[src/hw/rtl/timed_task_scheduler_defines.svh]
// ---------------------------------------------------------------------------
// Timed task scheduler assertion macros
// Concurrent check wrappers, compiled out for synthesis.
// ---------------------------------------------------------------------------
`ifndef TIMED_TASK_SCHEDULER_DEFINES_SVH
`define TIMED_TASK_SCHEDULER_DEFINES_SVH
`ifndef SYNTHESIS
`define TTS_ASSERT_SAME(label, clk, rst_n, ante, cons) \
    label: assert property (@(posedge clk) disable iff (!rst_n) (ante) |-> (cons)) \
        else $error("tts check failed");
`define TTS_ASSERT_NEXT(label, clk, rst_n, ante, cons) \
    label: assert property (@(posedge clk) disable iff (!rst_n) (ante) |=> (cons)) \
        else $error("tts check failed");
`else
`define TTS_ASSERT_SAME(label, clk, rst_n, ante, cons)
`define TTS_ASSERT_NEXT(label, clk, rst_n, ante, cons)
`endif
`endif

[src/hw/rtl/tts_pkg.sv]
// ---------------------------------------------------------------------------
// Timed task scheduler package
// Beat types, command, result, status and entry kind codes, sequencer states and phases.
// ---------------------------------------------------------------------------
package tts_pkg;

    typedef struct packed {
        logic [2:0]  func;
        logic [30:0] time_value;
        logic [15:0] task_handle;
        logic [31:0] user_word;
    } t_in_beat;

    typedef struct packed {
        logic [2:0]  kind;
        logic [15:0] fired_handle;
        logic [31:0] argument;
        logic [1:0]  status;
        logic        last;
    } t_out_beat;

    localparam logic [2:0] FUNC_TICK      = 3'd0;
    localparam logic [2:0] FUNC_ADD_PER   = 3'd1;
    localparam logic [2:0] FUNC_ADD_ONE   = 3'd2;
    localparam logic [2:0] FUNC_ADD_FRAME = 3'd3;
    localparam logic [2:0] FUNC_REMOVE    = 3'd4;
    localparam logic [2:0] FUNC_RESCHED   = 3'd5;

    localparam logic [2:0] RES_PERIODIC = 3'd0;
    localparam logic [2:0] RES_ONESHOT  = 3'd1;
    localparam logic [2:0] RES_FRAME    = 3'd2;
    localparam logic [2:0] RES_ACK      = 3'd3;
    localparam logic [2:0] RES_DONE     = 3'd4;

    localparam logic [1:0] ST_OK        = 2'd0;
    localparam logic [1:0] ST_FULL      = 2'd1;
    localparam logic [1:0] ST_NOT_FOUND = 2'd2;
    localparam logic [1:0] ST_DEFERRED  = 2'd3;

    localparam logic [1:0] EK_PERIODIC = 2'd0;
    localparam logic [1:0] EK_ONESHOT  = 2'd1;
    localparam logic [1:0] EK_FRAME    = 2'd2;

    typedef enum logic [2:0] {
        S_IDLE,
        S_SCAN,
        S_DRAIN,
        S_DECIDE,
        S_DONE
    } t_state;

    typedef enum logic [2:0] {
        PH_ADD,
        PH_FIND,
        PH_DEC,
        PH_TIMED,
        PH_FRAME
    } t_phase;

endpackage

[src/hw/rtl/tts_ram.sv]
// ---------------------------------------------------------------------------
// Timed task scheduler RAM
// Generic simple dual-port RAM, one write and one registered read port.
// ---------------------------------------------------------------------------
module tts_ram #(
    parameter int WIDTH = 8,
    parameter int DEPTH = 16
) (
    input  logic                     i_clk,
    input  logic                     i_we,
    input  logic [$clog2(DEPTH)-1:0] i_waddr,
    input  logic [WIDTH-1:0]         i_wdata,
    input  logic [$clog2(DEPTH)-1:0] i_raddr,
    output logic [WIDTH-1:0]         o_rdata
);

    logic [WIDTH-1:0] r_mem [DEPTH];

    always_ff @(posedge i_clk) begin
        if (i_we) begin
            r_mem[i_waddr] <= i_wdata;
        end
        o_rdata <= r_mem[i_raddr];
    end

endmodule

[src/hw/rtl/timed_task_scheduler.sv]
// ---------------------------------------------------------------------------
// Timed task scheduler
// Table of periodic, one-shot and per-frame timers with tick processing.
// ---------------------------------------------------------------------------
// Usage:
//   Command beats enter on i_in_valid / o_in_stall; result beats leave on
//   o_out_valid / i_out_stall, the final beat of each known command has last set.
//   One command is worked at a time; o_in_stall is high until its final
//   beat sits in the output register.
//   Every pass over the table reads one entry per cycle from the entry RAM,
//   then waits in S_DRAIN for the last read and decides in S_DECIDE.
//   Add, remove, reschedule: one pass.
//   Tick: one pass to age the deadlines, one pass per timed firing plus one
//   to stop, one pass per frame firing, then the done beat.
//   A stalled output register holds the sequencer at its next result.
//   Reset clears the valid bits, the handle and stamp counters and the
//   output valid flag; the block is ready in the cycle after reset.
// ---------------------------------------------------------------------------
`include "timed_task_scheduler_defines.svh"

module timed_task_scheduler #(
    parameter int TABLE_ENTRIES = 16,
    parameter int MAX_RESULTS   = 64,
    parameter int TIME_WIDTH    = 32
) (
    input  logic              i_clk,
    input  logic              i_rst_n,
    input  logic              i_in_valid,
    output logic              o_in_stall,
    input  tts_pkg::t_in_beat  i_in_beat,
    output logic              o_out_valid,
    input  logic              i_out_stall,
    output tts_pkg::t_out_beat o_out_beat
);

    import tts_pkg::*;

    localparam int IW = $clog2(TABLE_ENTRIES);
    localparam int DW = TIME_WIDTH + 1;
    localparam int FW = $clog2(TABLE_ENTRIES + 1);
    localparam int RW = $clog2(MAX_RESULTS);
    localparam int CW = (FW > RW) ? FW : RW;
    localparam logic [CW-1:0] SLOTS    = CW'(MAX_RESULTS - 1);
    localparam logic [IW-1:0] LAST_IDX = IW'(TABLE_ENTRIES - 1);
    localparam logic [63:0]   TMAX64   = (64'd1 << TIME_WIDTH) - 64'd1;
    localparam logic [DW-1:0] DL_MIN   = {1'b1, {(DW-1){1'b0}}};

    typedef struct packed {
        logic [15:0]          handle;
        logic [1:0]           kind;
        logic signed [DW-1:0] deadline;
        logic [30:0]          period;
        logic [31:0]          user;
        logic [15:0]          stamp;
    } t_entry;

    t_state  r_state, n_state;
    t_phase  r_phase, n_phase;
    t_in_beat r_cmd, n_cmd;
    logic [30:0] r_tv, n_tv;
    logic [IW-1:0] r_idx, n_idx, r_ridx, n_ridx, r_bidx, n_bidx;
    logic r_rv, n_rv, r_found, n_found;
    t_entry r_best, n_best;
    logic [15:0] r_bage, n_bage;
    logic [TABLE_ENTRIES-1:0] r_valid, n_valid, r_done, n_done;
    logic [15:0] r_handle, n_handle, r_stamp, n_stamp;
    logic [FW-1:0] r_frames, n_frames;
    logic [RW-1:0] r_fslots, n_fslots, r_tslots, n_tslots, r_n, n_n, r_fcount, n_fcount;
    logic r_defer, n_defer, r_fdefer, n_fdefer;
    logic r_ov, n_ov;
    t_out_beat r_out, n_out;

    t_entry w_rd, w_wdata;
    logic w_we, w_emit, w_can_put, w_v, w_better;
    logic [IW-1:0] w_waddr;
    logic [15:0] w_age;
    logic [DW:0] w_diff;
    logic [DW-1:0] w_dec;
    logic [30:0] w_per, w_tv_cl;
    logic [CW-1:0] w_fsl;

    tts_ram #(
        .WIDTH($bits(t_entry)),
        .DEPTH(TABLE_ENTRIES)
    ) u_ram (
        .i_clk  (i_clk),
        .i_we   (w_we),
        .i_waddr(w_waddr),
        .i_wdata(w_wdata),
        .i_raddr(r_idx),
        .o_rdata(w_rd)
    );

    assign o_in_stall  = (r_state != S_IDLE);
    assign o_out_valid = r_ov;
    assign o_out_beat  = r_out;
    assign w_can_put   = !r_ov || !i_out_stall;

    assign w_v     = r_valid[r_ridx];
    assign w_age   = r_stamp - w_rd.stamp;
    assign w_diff  = {w_rd.deadline[DW-1], w_rd.deadline} - (DW+1)'(64'(r_tv));
    assign w_dec   = (w_diff[DW] != w_diff[DW-1]) ? DL_MIN : w_diff[DW-1:0];
    assign w_per   = (r_tv == 31'd0) ? 31'd1 : r_tv;
    assign w_tv_cl = (64'(i_in_beat.time_value) > TMAX64) ? 31'(TMAX64)
                                                           : i_in_beat.time_value;
    assign w_fsl   = (CW'(r_frames) < SLOTS) ? CW'(r_frames) : SLOTS;
    assign w_better = ($signed(w_rd.deadline) < $signed(r_best.deadline)) ||
                      ((w_rd.deadline == r_best.deadline) && (w_age < r_bage));

    always_comb begin
        n_state  = r_state;
        n_phase  = r_phase;
        n_cmd    = r_cmd;
        n_tv     = r_tv;
        n_idx    = r_idx;
        n_ridx   = r_ridx;
        n_rv     = 1'b0;
        n_found  = r_found;
        n_bidx   = r_bidx;
        n_best   = r_best;
        n_bage   = r_bage;
        n_valid  = r_valid;
        n_done   = r_done;
        n_handle = r_handle;
        n_stamp  = r_stamp;
        n_frames = r_frames;
        n_fslots = r_fslots;
        n_tslots = r_tslots;
        n_n      = r_n;
        n_fcount = r_fcount;
        n_defer  = r_defer;
        n_fdefer = r_fdefer;
        n_out    = r_out;
        w_emit   = 1'b0;
        w_we     = 1'b0;
        w_waddr  = r_bidx;
        w_wdata  = r_best;

        // entry read back from the previous scan address
        if (r_rv) begin
            unique case (r_phase)
                PH_ADD: begin
                    if (!r_found && !w_v) begin
                        n_found = 1'b1;
                        n_bidx  = r_ridx;
                    end
                end
                PH_FIND: begin
                    if (!r_found && w_v && (w_rd.handle == r_cmd.task_handle)) begin
                        n_found = 1'b1;
                        n_bidx  = r_ridx;
                        n_best  = w_rd;
                    end
                end
                PH_DEC: begin
                    if (w_v) begin
                        if (w_rd.kind == EK_FRAME) begin
                            n_frames = r_frames + 1'b1;
                        end else begin
                            w_we             = 1'b1;
                            w_waddr          = r_ridx;
                            w_wdata          = w_rd;
                            w_wdata.deadline = w_dec;
                        end
                    end
                end
                PH_TIMED: begin
                    if (w_v && (w_rd.kind != EK_FRAME) && (!r_found || w_better)) begin
                        n_found = 1'b1;
                        n_bidx  = r_ridx;
                        n_best  = w_rd;
                        n_bage  = w_age;
                    end
                end
                PH_FRAME: begin
                    if (w_v && (w_rd.kind == EK_FRAME) && !r_done[r_ridx] &&
                        (!r_found || (w_age < r_bage))) begin
                        n_found = 1'b1;
                        n_bidx  = r_ridx;
                        n_best  = w_rd;
                        n_bage  = w_age;
                    end
                end
                default: ;
            endcase
        end

        unique case (r_state)
            S_IDLE: begin
                if (i_in_valid) begin
                    n_cmd   = i_in_beat;
                    n_tv    = w_tv_cl;
                    n_idx   = '0;
                    n_found = 1'b0;
                    priority case (i_in_beat.func)
                        FUNC_TICK: begin
                            n_phase  = PH_DEC;
                            n_frames = '0;
                            n_state  = S_SCAN;
                        end
                        FUNC_ADD_PER, FUNC_ADD_ONE, FUNC_ADD_FRAME: begin
                            n_phase = PH_ADD;
                            n_state = S_SCAN;
                        end
                        FUNC_REMOVE, FUNC_RESCHED: begin
                            n_phase = PH_FIND;
                            n_state = S_SCAN;
                        end
                        default: ;
                    endcase
                end
            end
            S_SCAN: begin
                n_rv   = 1'b1;
                n_ridx = r_idx;
                if (r_idx == LAST_IDX) begin
                    n_state = S_DRAIN;
                end else begin
                    n_idx = r_idx + 1'b1;
                end
            end
            S_DRAIN: begin
                n_state = S_DECIDE;
            end
            S_DECIDE: begin
                if (w_can_put) begin
                    n_idx   = '0;
                    n_found = 1'b0;
                    n_out.argument = '0;
                    n_out.status   = ST_OK;
                    n_out.last     = 1'b0;
                    unique case (r_phase)
                        PH_ADD: begin
                            w_emit             = 1'b1;
                            n_out.kind         = RES_ACK;
                            n_out.last         = 1'b1;
                            n_state            = S_IDLE;
                            if (!r_found) begin
                                n_out.fired_handle = '0;
                                n_out.status       = ST_FULL;
                            end else begin
                                n_out.fired_handle = r_handle;
                                w_we             = 1'b1;
                                w_wdata.handle   = r_handle;
                                w_wdata.stamp    = r_stamp;
                                w_wdata.deadline = '0;
                                w_wdata.period   = '0;
                                w_wdata.user     = '0;
                                priority case (r_cmd.func)
                                    FUNC_ADD_PER: begin
                                        w_wdata.kind   = EK_PERIODIC;
                                        w_wdata.period = w_per;
                                    end
                                    FUNC_ADD_ONE: begin
                                        w_wdata.kind     = EK_ONESHOT;
                                        w_wdata.deadline = DW'(64'(r_tv));
                                        w_wdata.user     = r_cmd.user_word;
                                    end
                                    default: w_wdata.kind = EK_FRAME;
                                endcase
                                n_valid[r_bidx] = 1'b1;
                                n_stamp  = r_stamp + 16'd1;
                                n_handle = r_handle + 16'd1;
                            end
                        end
                        PH_FIND: begin
                            w_emit             = 1'b1;
                            n_out.kind         = RES_ACK;
                            n_out.fired_handle = r_cmd.task_handle;
                            n_out.last         = 1'b1;
                            n_state            = S_IDLE;
                            if (!r_found) begin
                                n_out.status = ST_NOT_FOUND;
                            end else if (r_cmd.func == FUNC_REMOVE) begin
                                if (r_best.kind == EK_ONESHOT) begin
                                    n_out.argument = r_best.user;
                                end
                                n_valid[r_bidx] = 1'b0;
                            end else if (r_best.kind == EK_PERIODIC) begin
                                w_we           = 1'b1;
                                w_wdata.period = w_per;
                            end else if (r_best.kind == EK_ONESHOT) begin
                                w_we             = 1'b1;
                                w_wdata.deadline = DW'(64'(r_tv));
                                w_wdata.stamp    = r_stamp;
                                n_stamp          = r_stamp + 16'd1;
                            end
                        end
                        PH_DEC: begin
                            n_fslots = RW'(w_fsl);
                            n_tslots = RW'(SLOTS - w_fsl);
                            n_fdefer = (CW'(r_frames) > SLOTS);
                            n_defer  = 1'b0;
                            n_n      = '0;
                            n_phase  = PH_TIMED;
                            n_state  = S_SCAN;
                        end
                        PH_TIMED: begin
                            if (!r_found || !r_best.deadline[DW-1] || (r_n >= r_tslots)) begin
                                n_defer  = r_found && r_best.deadline[DW-1];
                                n_done   = '0;
                                n_fcount = '0;
                                n_phase  = PH_FRAME;
                                n_state  = (r_fslots == '0) ? S_DONE : S_SCAN;
                            end else begin
                                w_emit             = 1'b1;
                                n_out.fired_handle = r_best.handle;
                                n_n                = r_n + 1'b1;
                                n_state            = S_SCAN;
                                if (r_best.kind == EK_PERIODIC) begin
                                    n_out.kind       = RES_PERIODIC;
                                    n_out.argument   = 32'(r_best.period);
                                    w_we             = 1'b1;
                                    w_wdata.deadline = r_best.deadline + DW'(r_best.period);
                                    w_wdata.stamp    = r_stamp;
                                    n_stamp          = r_stamp + 16'd1;
                                end else begin
                                    n_out.kind      = RES_ONESHOT;
                                    n_out.argument  = r_best.user;
                                    n_valid[r_bidx] = 1'b0;
                                end
                            end
                        end
                        PH_FRAME: begin
                            if (!r_found) begin
                                n_state = S_DONE;
                            end else begin
                                w_emit             = 1'b1;
                                n_out.kind         = RES_FRAME;
                                n_out.fired_handle = r_best.handle;
                                n_out.argument     = 32'(r_tv);
                                n_done[r_bidx]     = 1'b1;
                                n_fcount           = r_fcount + 1'b1;
                                n_state = (((RW+1)'(r_fcount) + 1'b1) < (RW+1)'(r_fslots))
                                          ? S_SCAN : S_DONE;
                            end
                        end
                        default: ;
                    endcase
                end
            end
            S_DONE: begin
                if (w_can_put) begin
                    w_emit             = 1'b1;
                    n_out.kind         = RES_DONE;
                    n_out.fired_handle = '0;
                    n_out.argument     = '0;
                    n_out.status       = (r_defer || r_fdefer) ? ST_DEFERRED : ST_OK;
                    n_out.last         = 1'b1;
                    n_state            = S_IDLE;
                end
            end
            default: n_state = S_IDLE;
        endcase

        n_ov = w_emit || (r_ov && i_out_stall);
    end

    always_ff @(posedge i_clk) begin
        if (!i_rst_n) begin
            r_state  <= S_IDLE;
            r_phase  <= PH_ADD;
            r_rv     <= 1'b0;
            r_valid  <= '0;
            r_handle <= '0;
            r_stamp  <= '0;
            r_ov     <= 1'b0;
            r_n      <= '0;
            r_tslots <= '0;
            r_fcount <= '0;
            r_fslots <= '0;
        end else begin
            r_state  <= n_state;
            r_phase  <= n_phase;
            r_rv     <= n_rv;
            r_valid  <= n_valid;
            r_handle <= n_handle;
            r_stamp  <= n_stamp;
            r_ov     <= n_ov;
            r_n      <= n_n;
            r_tslots <= n_tslots;
            r_fcount <= n_fcount;
            r_fslots <= n_fslots;
        end
    end

    always_ff @(posedge i_clk) begin
        r_cmd    <= n_cmd;
        r_tv     <= n_tv;
        r_idx    <= n_idx;
        r_ridx   <= n_ridx;
        r_found  <= n_found;
        r_bidx   <= n_bidx;
        r_best   <= n_best;
        r_bage   <= n_bage;
        r_done   <= n_done;
        r_frames <= n_frames;
        r_defer  <= n_defer;
        r_fdefer <= n_fdefer;
        r_out    <= n_out;
    end

    `TTS_ASSERT_SAME(a_timed_limit, i_clk, i_rst_n, r_phase == PH_TIMED, r_n <= r_tslots)
    `TTS_ASSERT_SAME(a_frame_limit, i_clk, i_rst_n, r_phase == PH_FRAME, r_fcount <= r_fslots)
    `TTS_ASSERT_SAME(a_ram_write, i_clk, i_rst_n, w_we,
                     (r_phase == PH_DEC) || (r_state == S_DECIDE))
    `TTS_ASSERT_NEXT(a_last_idle, i_clk, i_rst_n, w_emit && n_out.last, r_state == S_IDLE)

endmodule

[config.mk]
export PLATFORM = sky130hd
export DESIGN_NAME = timed_task_scheduler
export DESIGN_NICKNAME = d
export VERILOG_FILES = /design/src/hw/rtl/tts_pkg.sv /design/src/hw/rtl/tts_ram.sv /design/src/hw/rtl/timed_task_scheduler.sv
export VERILOG_INCLUDE_DIRS = /design/src /design/src/hw/rtl
export SDC_FILE = /design/constraint.sdc
export NUM_CORES = 2
export LEC_CHECK = 0
export BUFFER_PORTS_ARGS = -buffer_cell sky130_fd_sc_hd__buf_2
export CAP_MARGIN = 5
export CELL_PAD_IN_SITES_DETAIL_PLACEMENT = 2
export CELL_PAD_IN_SITES_GLOBAL_PLACEMENT = 2
export CORE_MARGIN = 4
export CORE_UTILIZATION = 49
export DETAILED_ROUTE_END_ITERATION = 6
export PLACE_DENSITY_LB_ADDON = 0.1
export SYNTH_ARGS = -nofsm -noshare
export SYNTH_HDL_FRONTEND = slang
export SYNTH_SLANG_ARGS = --single-unit
[constraint.sdc]
create_clock -name i_clk -period 17.7 [get_ports i_clk]
set_input_delay 0.885 -clock i_clk [delete_from_list [all_inputs] [get_ports i_clk]]
set_output_delay 0.885 -clock i_clk [all_outputs]
set_load 0.1 [all_outputs]
==> flow_summary.toml <==
[sta]
fin_ws_ns = 10.03
fin_skew_ns = 0.07427
setup_viol = 0
rsz0062_at_grt = "no"
period_share_pct = 43.33
maxSlewHeadroom_pct = 4.057
fmax_mhz = 130.4
hold_violations = 0
tightestPinTransition_ns = 1.439
slew_violations = 0
period_minus_slack_ns = 7.670
tns_ns = 0

[logic_synthesis]
yosysWarnings = 0
ys_types = 84
synthFlopType = "edfxtp_1"
yosysTopAreaCell = "edfxtp_1"
ys_ff_latch = 2606
yosysTopAreaCellShare_pct = 68.48
async_reset_ff_share_pct = 0
syn_area_sq_um = 104800
ys_top_cells_by_area = "edfxtp_1 (68%), mux4_2 (14%), dfxtp_1 (4.1%), ha_1 (1.7%), nand2_1 (1.3%)"
synth_fp_nets = 5853
synth-edff-count = 2391
synth_cells = 5622
seq_area_frac_synth_pct = 72.58
syn_area_per_cell_sq_um = 18.65

[clocking]
clk_pin_slew_worst_paths_ns = 0.06
cts_inserted_buffers = 292
cts_tree = "done"
clockBufferDepth = 4
htree_levels = 5
hold_buffers = 0
cts_sinks = 2606
post_cts_buffers = 0
cts_resized = 0
clock_latency_ns = 0.97
clockRootBuffer = "clkbuf_16"

[floorplan]
chipWidth_um = 470.6
die_area_sq_um = 221400
start_util_pct = 49.34
die_h_um = 470.6
core_sq_um = 212500
io_pins = 142
num_rows = 169

[power_and_ir_drop]
power_per_cell_area_nw_per_um2 = 147.2
max-vdd-ir-drop_uv = 112.0
p_total_mw = 17.53
p_leak_nw = 38.87

[grt]
grt-ovfl-total = 0
grt_pass1_vias = 65130
track_usage_pct = 32.87
grt_max_degree = 148
antenna_found_initial = 18
grt_pass1_wl_um = 519000

[route]
drt_wl_total_um = 365900
drtPass1Iterations = 7
num_vias = 60470
drc = 3
wl_per_cell_um = 40.65
ant_nets = 0
post_drt_via_cell_ratio = 6.718
first_iter_violations = 7689

[placement]
globalplace.congestion = 0.8582
io_buffers = 141
dp_slack_ns = 10.13
dp_hpwl_um = 210800

[worst_setup_path]
crit_start = "r_phase[0]$_SDFFE_PN0P_"
r2r_end = "u_ram.r_mem[15][76]$_DFFE_PP_"
cp-start-kind = "register"
worstReg2RegStart = "r_phase[0]$_SDFFE_PN0P_"
cp_max_fo = 50
ff2ff_setup_slack_ns = 10.03
r2r_cells = 12
cp-end-kind = "register"
required_ns = 18.26
crit_type = "reg -> reg"
cp.arrival_ns = 8.23

[hold_path]
whs_endpoint = "r_cmd[11]$_DFFE_PP_"
hold_start = "i_in_beat[11]"
hold_path.class = "in -> reg"
holdPathStages = 1

[outcome]
status = "finished, violations left"
violations = "DRC"

[final_layout]
syn_to_final_growth_pct = 13.56
nFillCells = 17900
seq_area_sq_um = 76100
drive_above_1_share_pct = 24.05
multi_input_comb_area_sq_um = 27540
final_nets = 6191
final_core_util_pct = 56.03

[flow_run]
maxCapViolations = 0
-- metrics by stage --
| step | hold WS, ns | cell area (sq um) | std cells |
|---|---|---|---|
| 3_5_place_dp | 0.4177 | 109600 | 8473 |
| 3_3_place_gp | 0.4119 | 109600 | 8472 |
| 4_1_cts | 0.04168 | 118700 | 8981 |
| 6_report | 0.1077 | 119100 | 9001 |
| 2_1_floorplan | 0.4076 | 104800 | 5622 |
| 5_1_grt | 0.05307 | 119100 | 8998 |
-- flip-flops by register name (all words and copies together) (netlist names), 31 cells and up, named ones only --
name	count
o_out_beat	54
r_best	130
r_cmd	51
r_tv	31
u_ram.o_rdata	130
u_ram.r_mem	2080
-- synthesized netlist by cell type, drive strengths merged, types with 8 or more instances --
cell type,count
a31oi,41
clkbuf,194
and2,11
o21ai,168
nor2,243
mux4,660
o21bai,15
a21o,34
a22oi,47
buf,84
or3,21
a211o,26
o22ai,21
o211ai,11
inv,144
a21oi,204
edfxtp,2391
dfxtp,215
nand3,45
nand3b,8
nor4,16
o221ai,23
xnor2,70
nand2,362
ha,142
nor3b,11
and3,22
nand4,33
o21a,17
nor2b,16
xor2,45
a222oi,32
mux2i,76
a211oi,10
nand2b,16
nor3,66
-- metal layers --
metal  vias up  global-route usage, %  wire (um)
met3       775                  4.798      24750
met5         -                      0         12
li1      23490                      -          -
met4         2                  13.66      16940
met1     32930                  43.23     140300
met2      3266                  55.24     184000
-- cells in the final DEF, fill, tap and decap left out, types with 17 or more instances in the layout --
cell type,n
a222oi_1,32
a22oi_1,46
nor3_1,57
mux2i_1,76
nand4_1,33
edfxtp_1,2391
nor2_1,219
o21ai_0,146
ha_1,142
clkinv_2,45
o21a_1,17
a31oi_1,29
and3_1,22
clkinv_1,36
nand3_1,45
or3_1,21
a21o_1,34
mux4_2,659
clkbuf_16,297
clkbuf_8,25
inv_1,143
dfxtp_1,215
xnor2_1,70
bufinv_16,20
xor2_1,45
a21oi_1,199
buf_2,141
o21ai_1,19
nand2_1,361
nor2_4,22
a211o_1,26
buf_4,167
clkbuf_1,71
-- cell families (layout without fill, tap and decap cells) --
family          after synthesis  in the layout  share of synthesized area, %
xor+xnor                    115            115                        0.9607
other cells                   0              6                             0
mux                         739            739                         14.94
simple gates                885            885                         3.776
buf+inv                     422            974                         1.619
compound gates              710            710                         4.369
fa+ha+maj                   145            145                         1.752
flops                      2606           2606                         72.58
-- power breakdown --
| group | internal [mW] | total [mW] | switching (mW) |
|---|---|---|---|
| Clock | 3.47 | 6.01 | 2.53 |
| Sequential | 7.07 | 7.41 | 0.340 |
| Combinational | 1.82 | 4.11 | 2.29 |
-- cell type report --
class | instances | area share [%]
flip-flops and latches | 2606 | 63.92
clock inverters | 115 | 0.9111
clock buffers | 393 | 6.755
repair buffers | 322 | 1.849
multi-input cells | 2594 | 23.13
well taps | 2821 | 2.965
diodes | 6 | 0.01261
inverters | 144 | 0.4540
-- worst max-delay path by stage --
stage | cells after the start | end
2_1_floorplan | 22 | r_best[0]$_DFFE_PP_
3_3_place_gp | 12 | u_ram.r_mem[14][58]$_DFFE_PP_
3_5_place_dp | 12 | u_ram.r_mem[15][58]$_DFFE_PP_
4_1_cts | 12 | u_ram.r_mem[15][76]$_DFFE_PP_
5_1_grt | 12 | u_ram.r_mem[15][76]$_DFFE_PP_
6_report | 12 | u_ram.r_mem[15][76]$_DFFE_PP_
-- worst max-delay path, cell delays in order (launching register included) --
cell	delay, ns
dfxtp_1	0.56
nor2b_1	0.61
nand2_1	0.62
a211oi_4	0.40
buf_4	0.56
and2_1	0.26
a21oi_1	0.07
nor2_1	0.40
a32oi_1	0.40
nor2_4	0.69
buf_4	0.68
buf_4	0.95
buf_4	0.81
Power figures use the tool's default switching activity.
